`config.mk`:
```
export PLATFORM = sky130hd
export DESIGN_NAME = luf_ram
export DESIGN_NICKNAME = d
export VERILOG_FILES = /design/src/luf_ram.sv
export SDC_FILE = /design/constraint.sdc
export NUM_CORES = 1
export LEC_CHECK = 0
export BUFFER_PORTS_ARGS = -buffer_cell sky130_fd_sc_hd__buf_2
export CAP_MARGIN = 20
export CORE_UTILIZATION = 55
export CTS_CLUSTER_DIAMETER = 50
export DETAILED_ROUTE_END_ITERATION = 12
export GPL_ROUTABILITY_DRIVEN = 0
export HOLD_SLACK_MARGIN = 0.08
export PLACE_DENSITY_LB_ADDON = 0.08
export SYNTH_ARGS = -nofsm -noshare
export SYNTH_HDL_FRONTEND = slang
export SYNTH_SLANG_ARGS = --single-unit
```
`constraint.sdc`:
```
create_clock -name i_clk -period 3.8 [get_ports i_clk]
set_input_delay 0.38 -clock i_clk [delete_from_list [all_inputs] [get_ports i_clk]]
set_output_delay 0.38 -clock i_clk [all_outputs]
set_load 0.05 [all_outputs]
```
`src/luf_ram.sv`:
```
// Generic single-write, single-read RAM with registered read data.
// No dependencies.
`timescale 1ns / 1ps

module luf_ram #(
    parameter int WIDTH = 32,
    parameter int DEPTH = 16
) (
    input  logic                     i_clk,
    input  logic                     i_we,
    input  logic [$clog2(DEPTH)-1:0] i_waddr,
    input  logic [WIDTH-1:0]         i_wdata,
    input  logic [$clog2(DEPTH)-1:0] i_raddr,
    output logic [WIDTH-1:0]         o_rdata
);

    logic [WIDTH-1:0] r_mem [DEPTH];
    logic [WIDTH-1:0] r_rdata;

    always_ff @(posedge i_clk) begin
        if (i_we) begin
            r_mem[i_waddr] <= i_wdata;
        end
        r_rdata <= r_mem[i_raddr];
    end

    assign o_rdata = r_rdata;

endmodule

```
==> flow_metrics.tcl <==
set metrics [dict create \
    cts.path.max_buffers 3 \
    fill_cells 2311 \
    vdd.ir_drop.worst_v 0.000378 \
    power_w 0.0124 \
    fin_nets 996 \
    maxSlewHeadroom 0.251 \
    grt.total_usage 0.221 \
    ys_types 18 \
    drt_pass1_iterations 5 \
    cts-resized-gates 0 \
    cts_made_buffers 52 \
    antenna_found_initial 2 \
    numPortBuffers 73 \
    arrival_ns 2.07 \
    wl_um 38800 \
    rows 69 \
    slew_violations 0 \
    post_cts_buffers 0 \
    post-route-period-util 0.479 \
    drc 0 \
    ff2ff_setup_slack_ns 2.39 \
    worstPathRequired_ns 4.05 \
    synth.avg_cell_area_um2 23.7 \
    clkLatencyLatePin_ns 0.56 \
    drive_gt1_frac 0.332 \
    hp-class "in2reg" \
    power.density_nw_per_um2 547 \
    ctsHoldBuffers 0 \
    r2r_end "o_rdata[31]" \
    period_needed_ns 1.82 \
    ys_seq_area_frac 0.807 \
    ioPinCount 74 \
    synthCells 838 \
    root_buffer "clkbuf_16" \
    skew_ns 0.0117 \
    synth-seq-cells 544 \
    cap_violations 0 \
    netlist_area_um2 19900 \
    gr-usage-met1 0.325 \
    rr_worst_depth 3 \
    crit_end "r_mem[2][7]" \
    die_y_um 192 \
    ys_warn_count 0 \
    die_area_um2 36900 \
    core_um2 35600 \
    dr.first_iter.drc_count 795 \
    grt_max_degree 57 \
    worstSetupPathType "in2reg" \
    cts_tree "built" \
    initial_utilization 0.558 \
    rsz0062_at_grt "no" \
    drt-vias-per-instance 6.13 \
    outcome "finished, final reports clean" \
    tightestPinTransition_ns 1.12 \
    hold_slack_ns 0.191 \
    grt_pass1_wl_um 58400 \
    wire_per_inst_um 26.6 \
    worstPathMaxFanout 22 \
    final_area_um2 22700 \
    r2r_start "r_mem[11][31]" \
    place_area_um2 21000 \
    startpoint "i_waddr[2]" \
    htreeDepth 2 \
    place_inst 1359 \
    grt_pass1_vias 9368 \
    ant_nets 0 \
    grt_use_met2 0.348 \
    end_kind "flop" \
    p_leak_nw 7.36 \
    grt.busiest_layer "met2" \
    dp_hpwl_um 21300 \
    stdcell_count 1458 \
    syn_nets 880 \
    clock-sinks 544 \
    met3_usage 0.0440 \
    clk_pin_slew_ns 0.06 \
    setup_viol 0 \
    finalHoldViolations 0 \
    num_vias 8931 \
    overflow 0 \
    die_w_um 192 \
    area.growth.synth_to_final_pct 14.5 \
    fmax_mhz 549 \
    start_kind "input port" \
    tns_ns 0 \
]
## through the flow
| step | worst slack (ns) | utilization |
|---|---|---|
| floorplan | 0.240 | - |
| global placement | 1.39 | 0.591 |
| detailed placement | 1.36 | 0.591 |
| CTS | 1.94 | 0.638 |
| global route | 1.87 | 0.639 |
| finish | 1.98 | 0.639 |
## cell families after synthesis
group / Yosys count / synth area share
flip-flops: 544 / 0.807
buffers and inverters: 43 / 0.0112
multiplexers: 128 / 0.145
AND/OR/NAND/NOR: 59 / 0.0127
AO/OA/AOI/OAI: 64 / 0.0242
## worst min-delay path by stage
stage | from | end | slack, ns | cells past startpoint
floorplan | i_wdata[0] | r_mem[0][0] | 0.48 | 0
global placement | r_mem[12][10] | o_rdata[10] | 0.65 | 3
detailed placement | r_mem[14][25] | o_rdata[25] | 0.66 | 3
CTS | i_wdata[24] | r_mem[7][24] | 0.16 | 1
global route | i_wdata[26] | r_mem[15][26] | 0.17 | 1
finish | i_wdata[26] | r_mem[13][26] | 0.19 | 1
## power breakdown
part	total (W)	switching, W	leakage (nW)	internal, W
clock	0.00498	0.00205	0.832	0.00293
sequential	0.00675	0.0000396	4.89	0.00671
combinational	0.000711	0.000466	1.63	0.000246
total	0.0124	0.00256	7.36	0.00989
## worst max-delay path, stage by stage
cell and delay (ns):
buf_2 0.12, or3b_2 0.59, nor2_4 0.63, buf_4 0.34
## area by class of cell
class / count / area, um^2 / area share
well taps: 461 / 577 / 0.0254
flip-flops and latches: 544 / 16000 / 0.704
diodes: 1 / 2.50 / 0.000110
clock inverters: 14 / 119 / 0.00523
multi-input cells: 251 / 3750 / 0.165
clock buffers: 82 / 1560 / 0.0684
repair buffers: 105 / 719 / 0.0316
## placed cells by master (no fill, tap or decap), types with 2 or more instances in the layout
cell type | synthesis | routed
a22oi_1 | 64 | 64
buf_12 | 0 | 5
buf_16 | 0 | 2
buf_2 | 4 | 71
buf_4 | 11 | 26
bufinv_16 | 0 | 2
clkbuf_1 | 17 | 17
clkbuf_16 | 0 | 53
clkbuf_8 | 0 | 13
clkinv_2 | 0 | 11
dfxtp_1 | 32 | 32
edfxtp_1 | 512 | 512
mux4_2 | 128 | 128
nand2_1 | 33 | 33
nand2b_1 | 2 | 2
nand3b_1 | 2 | 2
nor2_4 | 0 | 13
nor2b_4 | 0 | 2
nor3_2 | 0 | 4
## synthesized netlist by cell type
library cell	number	area, um^2
nand3_1	1	5.00
nor2b_1	2	12.5
clkbuf_1	17	63.8
buf_6	2	22.5
buf_4	11	82.6
buf_2	4	20.0
nor2_1	13	48.8
dfxtp_1	32	641
or3b_2	1	8.76
a22oi_1	64	480
mux4_2	128	2880
nand2b_1	2	12.5
edfxtp_1	512	15400
nand2_1	33	124
nand3b_1	2	15.0
and2_1	1	6.26
buf_1	9	33.8
nor3_1	4	20.0
## sequential cells by signal, summed over array words and instances, names as in the netlist
name     count
r_mem      512
o_rdata     32
## routing by layer
layer,share of wire,up-vias
met3,0.064,59
met2,0.48,286
met1,0.44,4780
li1,-,3804
met4,0.017,2
met5,0.00034,-
(Power assumes the default switching activity.)
