## src/luf_pkg.sv

```systemverilog
// Shared types and constants for the LU factor and solve block.
// Depends on nothing; imported by every module of the block but luf_ram.
`timescale 1ns / 1ps

package luf_pkg;

    typedef enum logic [1:0] {
        FN_LOAD_MAT = 2'd0,
        FN_FACTOR   = 2'd1,
        FN_LOAD_RHS = 2'd2,
        FN_SOLVE    = 2'd3
    } t_func;

    typedef enum logic [0:0] {
        CFG_ORDER     = 1'b0,
        CFG_TRANSPOSE = 1'b1
    } t_cfg_reg;

    typedef struct packed {
        t_func              func;
        logic [5:0]         row;
        logic [5:0]         col;
        logic signed [31:0] value;
    } t_in_word;

    typedef struct packed {
        logic [5:0]         index;
        logic signed [31:0] result_value;
        logic [6:0]         info;
        logic               status;
        logic               last;
    } t_out_word;

    typedef enum logic [1:0] {
        ALU_MUL = 2'd0,
        ALU_SUB = 2'd1,
        ALU_DIV = 2'd2
    } t_alu_op;

    typedef struct packed {
        logic               start;
        t_alu_op            op;
        logic signed [31:0] a;
        logic signed [31:0] b;
    } t_alu_req;

    typedef struct packed {
        logic               done;
        logic               sat;
        logic signed [31:0] res;
    } t_alu_rsp;

    localparam logic signed [31:0] Q_MAX  = 32'sh7FFF_FFFF;
    localparam logic signed [31:0] Q_MIN  = 32'sh8000_0000;
    localparam logic signed [63:0] Q_HALF = 64'sd32768;
    localparam int unsigned        FRAC   = 16;
    localparam int unsigned        DIV_STEPS = 48;

endpackage

```

## src/luf_alu.sv

```systemverilog
// Shared Q16.16 arithmetic unit: rounded multiply, saturating subtract,
// bit-serial divide. Depends on luf_pkg.
`timescale 1ns / 1ps

module luf_alu
    import luf_pkg::*;
(
    input  logic     i_clk,
    input  logic     i_rst_n,
    input  t_alu_req i_req,
    output t_alu_rsp o_rsp
);

    typedef enum logic [3:0] {
        AS_IDLE = 4'b0001,
        AS_MUL  = 4'b0010,
        AS_DIV  = 4'b0100,
        AS_FIN  = 4'b1000
    } t_alu_st;

    t_alu_st            r_state;
    logic               r_done;
    logic               r_sat;
    logic signed [31:0] r_res;
    logic signed [63:0] r_prod;
    logic [47:0]        r_num;
    logic [47:0]        r_quo;
    logic [31:0]        r_rem;
    logic [31:0]        r_dvs;
    logic               r_neg;
    logic [5:0]         r_cnt;

    logic [31:0]        a_mag;
    logic [31:0]        b_mag;
    logic signed [32:0] sub_d;
    logic signed [63:0] rnd_t;
    logic signed [63:0] rnd_q;
    logic [32:0]        rem_sh;
    logic [32:0]        rem_df;
    logic               rem_ge;

    always_comb begin
        a_mag  = i_req.a[31] ? (~i_req.a + 32'd1) : i_req.a;
        b_mag  = i_req.b[31] ? (~i_req.b + 32'd1) : i_req.b;
        sub_d  = {i_req.a[31], i_req.a} - {i_req.b[31], i_req.b};
        rnd_t  = r_prod + Q_HALF;
        rnd_q  = rnd_t >>> FRAC;
        rem_sh = {r_rem, r_num[47]};
        rem_df = rem_sh - {1'b0, r_dvs};
        rem_ge = (rem_sh >= {1'b0, r_dvs});
    end

    always_ff @(posedge i_clk) begin
        if (!i_rst_n) begin
            r_state <= AS_IDLE;
            r_done  <= 1'b0;
        end else begin
            r_done <= 1'b0;
            case (r_state)
                AS_IDLE: begin
                    if (i_req.start) begin
                        case (i_req.op)
                            ALU_MUL: r_state <= AS_MUL;
                            ALU_DIV: begin
                                if (i_req.b == '0) begin
                                    r_done <= 1'b1;
                                end else begin
                                    r_state <= AS_DIV;
                                end
                            end
                            default: r_done <= 1'b1;
                        endcase
                    end
                end
                AS_MUL: begin
                    r_done  <= 1'b1;
                    r_state <= AS_IDLE;
                end
                AS_DIV: begin
                    if (r_cnt == '0) begin
                        r_state <= AS_FIN;
                    end
                end
                AS_FIN: begin
                    r_done  <= 1'b1;
                    r_state <= AS_IDLE;
                end
                default: r_state <= AS_IDLE;
            endcase
        end
    end

    // datapath, no reset
    always_ff @(posedge i_clk) begin
        case (r_state)
            AS_IDLE: begin
                if (i_req.start) begin
                    case (i_req.op)
                        ALU_MUL: r_prod <= i_req.a * i_req.b;
                        ALU_DIV: begin
                            if (i_req.b == '0) begin
                                r_res <= i_req.a[31] ? Q_MIN : Q_MAX;
                                r_sat <= 1'b1;
                            end else begin
                                r_num <= {a_mag, 16'd0};
                                r_rem <= '0;
                                r_quo <= '0;
                                r_dvs <= b_mag;
                                r_neg <= i_req.a[31] ^ i_req.b[31];
                                r_cnt <= 6'(DIV_STEPS - 1);
                            end
                        end
                        default: begin
                            if (sub_d[32] != sub_d[31]) begin
                                r_res <= sub_d[32] ? Q_MIN : Q_MAX;
                                r_sat <= 1'b1;
                            end else begin
                                r_res <= sub_d[31:0];
                                r_sat <= 1'b0;
                            end
                        end
                    endcase
                end
            end
            AS_MUL: begin
                if (rnd_q > 64'(Q_MAX)) begin
                    r_res <= Q_MAX;
                    r_sat <= 1'b1;
                end else if (rnd_q < 64'(Q_MIN)) begin
                    r_res <= Q_MIN;
                    r_sat <= 1'b1;
                end else begin
                    r_res <= rnd_q[31:0];
                    r_sat <= 1'b0;
                end
            end
            AS_DIV: begin
                r_rem <= rem_ge ? rem_df[31:0] : rem_sh[31:0];
                r_quo <= {r_quo[46:0], rem_ge};
                r_num <= {r_num[46:0], 1'b0};
                r_cnt <= r_cnt - 6'd1;
            end
            AS_FIN: begin
                if (!r_neg) begin
                    r_sat <= (r_quo > 48'h0000_7FFF_FFFF);
                    r_res <= (r_quo > 48'h0000_7FFF_FFFF) ? Q_MAX : r_quo[31:0];
                end else begin
                    r_sat <= (r_quo > 48'h0000_8000_0000);
                    r_res <= (r_quo > 48'h0000_8000_0000) ? Q_MIN
                                                         : (~r_quo[31:0] + 32'd1);
                end
            end
            default: ;
        endcase
    end

    assign o_rsp.done = r_done;
    assign o_rsp.sat  = r_sat;
    assign o_rsp.res  = r_res;

endmodule

```

## config.mk

```make
export PLATFORM = sky130hd
export DESIGN_NAME = luf_alu
export DESIGN_NICKNAME = d
export VERILOG_FILES = /design/src/luf_pkg.sv /design/src/luf_alu.sv
export SDC_FILE = /design/constraint.sdc
export NUM_CORES = 2
export LEC_CHECK = 0
export BUFFER_PORTS_ARGS = -buffer_cell sky130_fd_sc_hd__buf_2
export CORE_UTILIZATION = 40
export DETAILED_ROUTE_END_ITERATION = 8
export GPL_TIMING_DRIVEN = 0
export PLACE_DENSITY = 0.56
export SLEW_MARGIN = 30
export SYNTH_ARGS = -nofsm -noshare
export SYNTH_HDL_FRONTEND = slang
export SYNTH_SLANG_ARGS = --single-unit
```

## constraint.sdc

```tcl
create_clock -name i_clk -period 16.39 [get_ports i_clk]
set_input_delay 1.639 -clock i_clk [delete_from_list [all_inputs] [get_ports i_clk]]
set_output_delay 1.639 -clock i_clk [all_outputs]
set_load 0.05 [all_outputs]
```

==> impl_metrics.env <==
export IMPL_holdPathStages=2
export IMPL_groute_layer_met2_usage=0.480
export IMPL_layout_nets=7202
export IMPL_synth_yosys_warnings=0
export IMPL_cts_resized_gates=0
export IMPL_synth_cell_type_count=84
export IMPL_routabilityCongestion=1.02
export IMPL_timing_rr_end="r_res[30]"
export IMPL_critical_path_class="input port to flop"
export IMPL_setup_viol_count_final=0
export IMPL_cts_sinks=238
export IMPL_floorplan_die_area_um2=132000
export IMPL_finalMaxSlewViolations=0
export IMPL_cts_hold_buf=0
export IMPL_gr_usage_met3=0.0690
export IMPL_initial_antenna_violation_count=28
export IMPL_synth_commonest_cells="1209 x sky130_fd_sc_hd__inv_1, 1083 x sky130_fd_sc_hd__fa_1, 618 x sky130_fd_sc_hd__nand2_1"
export IMPL_routed_wire_length_per_instance_um=27.6
export IMPL_ff2ff_setup_slack_ps=11700
export IMPL_dpl_cell_count=7482
export IMPL_post_cts_setup_buffer_count=0
export IMPL_slowest_stage="sky130_fd_sc_hd__a2111oi_1"
export IMPL_worst_r2r_startpoint="r_quo[0]"
export IMPL_final_util=0.434
export IMPL_postRouteWirelength_um=208000
export IMPL_crit_required_ps=16680
export IMPL_detailedRoute_firstIterationViolations=4111
export IMPL_cts_htree_levels=1
export IMPL_worst_hold_check_slack_ps=531
export IMPL_core_area_um2=130000
export IMPL_setup_tns_final_ps=0
export IMPL_drt_pre_antenna_iters=5
export IMPL_synth_cell_area_um2=52300
export IMPL_cp_arrival_ps=12660
export IMPL_min_delay_worst_endpoint="r_num[20]"
export IMPL_gr_usage_met1=0.426
export IMPL_cts_buffers=26
export IMPL_synth_area_per_cell_um2=9.33
export IMPL_floorplan_initialDensity=0.404
export IMPL_std_cell_rows=132
export IMPL_cts_path_max_buffers=3
export IMPL_syn_num_nets=7046
export IMPL_crit_top_cell="sky130_fd_sc_hd__fa_1"
export IMPL_final_number_of_hold_violating_endpoints=0
export IMPL_global_route_usage_total=0.320
export IMPL_maxCapViolCount=0
export IMPL_max_stage_delay_ps=980
export IMPL_die_height_um=364
export IMPL_first_global_vias=42900
export IMPL_clock_skew_ps=20.8
export IMPL_area_growth_synth_to_final_pct=7.55
export IMPL_final_instance_count_excl_fill=7548
export IMPL_grt_start_max_net_pins=23
export IMPL_synth_enable_flop_cells=233
export IMPL_ys_seq_area_frac=0.136
export IMPL_synth_top_cell_by_area="sky130_fd_sc_hd__fa_1"
export IMPL_worst_r2r_cell_count=11
export IMPL_crit_fanout=10
export IMPL_endpoint_class_of_the_critical_path="flop"
export IMPL_ant_nets=0
export IMPL_timing_final_crit_period_ps=12370
export IMPL_crit_family="adder cells"
export IMPL_worstHoldPathType="flop to flop"
export IMPL_post_route_cells_drive_above_1_share=0.0492
export IMPL_run_status="completed"
export IMPL_portBuffers=102
export IMPL_vias=41600
export IMPL_leading_cell_type_by_number_of_instances_after_synthesis="sky130_fd_sc_hd__inv_1"
export IMPL_die_w_um=364
export IMPL_grt_setup_unrepaired="false"
export IMPL_clk_pin_slew_worst_paths_ps=60
export IMPL_synth_flop_cell="sky130_fd_sc_hd__edfxtp_1"
export IMPL_crit_start="i_req[4]"
export IMPL_tritoncts_clock_tree="built"
export IMPL_worstSkewPairLatency_ps=580
export IMPL_synth_ff_latch_count=238
export IMPL_timing_hold_worst_start="r_num[19]"
export IMPL_boundaryPins=103
export IMPL_global_route_overflow_total=0
export IMPL_root_buffer="sky130_fd_sc_hd__clkbuf_16"
export IMPL_detail_route_drc_violations=0
export IMPL_wire_length_of_the_first_global_routing_pass_um=301000
export IMPL_final_min_period_over_clock_period=0.755
export IMPL_fmax_ghz=0.0809
export IMPL_synth_area_top_cells="sky130_fd_sc_hd__fa_1 41%, sky130_fd_sc_hd__edfxtp_1 13%, sky130_fd_sc_hd__inv_1 8.7%, sky130_fd_sc_hd__ha_1 6.7%, sky130_fd_sc_hd__and2_1 5.8%"
export IMPL_detail_placement_hpwl_um=173000
export IMPL_max_slew_worst_pin_slew_ps=1140
export IMPL_relSlewSlack=0.242
export IMPL_synthesis_instances=5613
export IMPL_synth_async_sr_flop_share=0
export IMPL_worst_path_buf_inv=9
export IMPL_synth_top_area_share=0.414
export IMPL_grt_busiest_layer="met2"
export IMPL_critical_path_startpoint_type="input port"
export IMPL_viasPerCell=5.51
## cell type report
cell class / count / area, um^2
fillers: 13000 / 73400
multi-input cells: 3864 / 39600
flip-flops and latches: 238 / 7100
inverters: 1211 / 4550
well taps: 1742 / 2180
plain buffers: 300 / 1230
repair buffers: 128 / 783
clock buffers: 32 / 693
clock inverters: 16 / 138
diodes: 17 / 42.5
## logic make-up (layout without fill, tap and decap cells)
group / after synthesis / after routing / share of synthesized area
simple gates: 1671 / 1671 / 0.158
buf+inv: 1511 / 1687 / 0.109
fa+ha+maj: 1364 / 1364 / 0.481
compound gates: 591 / 591 / 0.0750
flops: 238 / 238 / 0.136
xor+xnor: 204 / 204 / 0.0341
mux: 34 / 34 / 0.00657
other cells: 0 / 17 / 0
## sequential cells by signal, summed over array words and instances (netlist names)
name / cells
r_prod: 49
r_quo: 48
r_dvs: 32
r_num: 32
r_rem: 32
r_res: 32
r_cnt: 6
r_state: 4
r_done: 1
r_neg: 1
r_sat: 1
## how the worst max path moves through the flow
stage	endpoint	slack, ps	cells after the start
floorplan	r_prod[63]	6620	28
global placement	r_prod[61]	2970	23
detailed placement	r_prod[61]	3560	26
CTS	r_prod[61]	4120	26
global route	r_prod[61]	3720	26
finish	r_prod[61]	4020	26
## stage by stage
| step | area (um^2) | worst slack, ps |
|---|---|---|
| after global routing | 56300 | 3720 |
| after global placement | 55000 | 2970 |
| final | 56300 | 4020 |
| after detailed placement | 55400 | 3560 |
| after floorplan | 52300 | 6620 |
| after CTS | 56200 | 4120 |
## worst reg2reg max path, delay by kind of cell, from the launching register on
family                     cells  cell delay (ps)
muxes                          1              400
adders and majority gates      1              180
AOI/OAI and AO/OA              2              390
buffers and inverters          1              100
DFF                            1              430
and+or+nand+nor                6             2920
## metal layers
metal  share of wire  vias to the layer above
li1                -                    17600
met1            0.40                    21300
met2            0.43                     2099
met3            0.10                      561
met4           0.075                        4
met5         0.00012                        -
## placed cells by master, fill, tap and decap left out, drive strengths merged, types with 19 or more instances in the layout
| master | count |
|---|---|
| nor4 | 23 |
| clkbuf | 305 |
| mux2i | 31 |
| nand4 | 44 |
| a211oi | 27 |
| nand2 | 618 |
| nand3 | 61 |
| nand2b | 22 |
| and2 | 487 |
| xor2 | 82 |
| edfxtp | 233 |
| nor2 | 248 |
| o21ai | 123 |
| o22ai | 35 |
| or3 | 19 |
| nor3 | 46 |
| inv | 1209 |
| nor2b | 20 |
| ha | 281 |
| o31ai | 22 |
| xnor2 | 122 |
| buf | 155 |
| fa | 1083 |
| a21oi | 129 |
| a211o | 30 |
| a21o | 71 |
| a31oi | 19 |
| and3 | 20 |
Power is left out: the tool's default activity adds up to more than one toggle a clock period on the data nets, which glitch-free logic cannot reach.
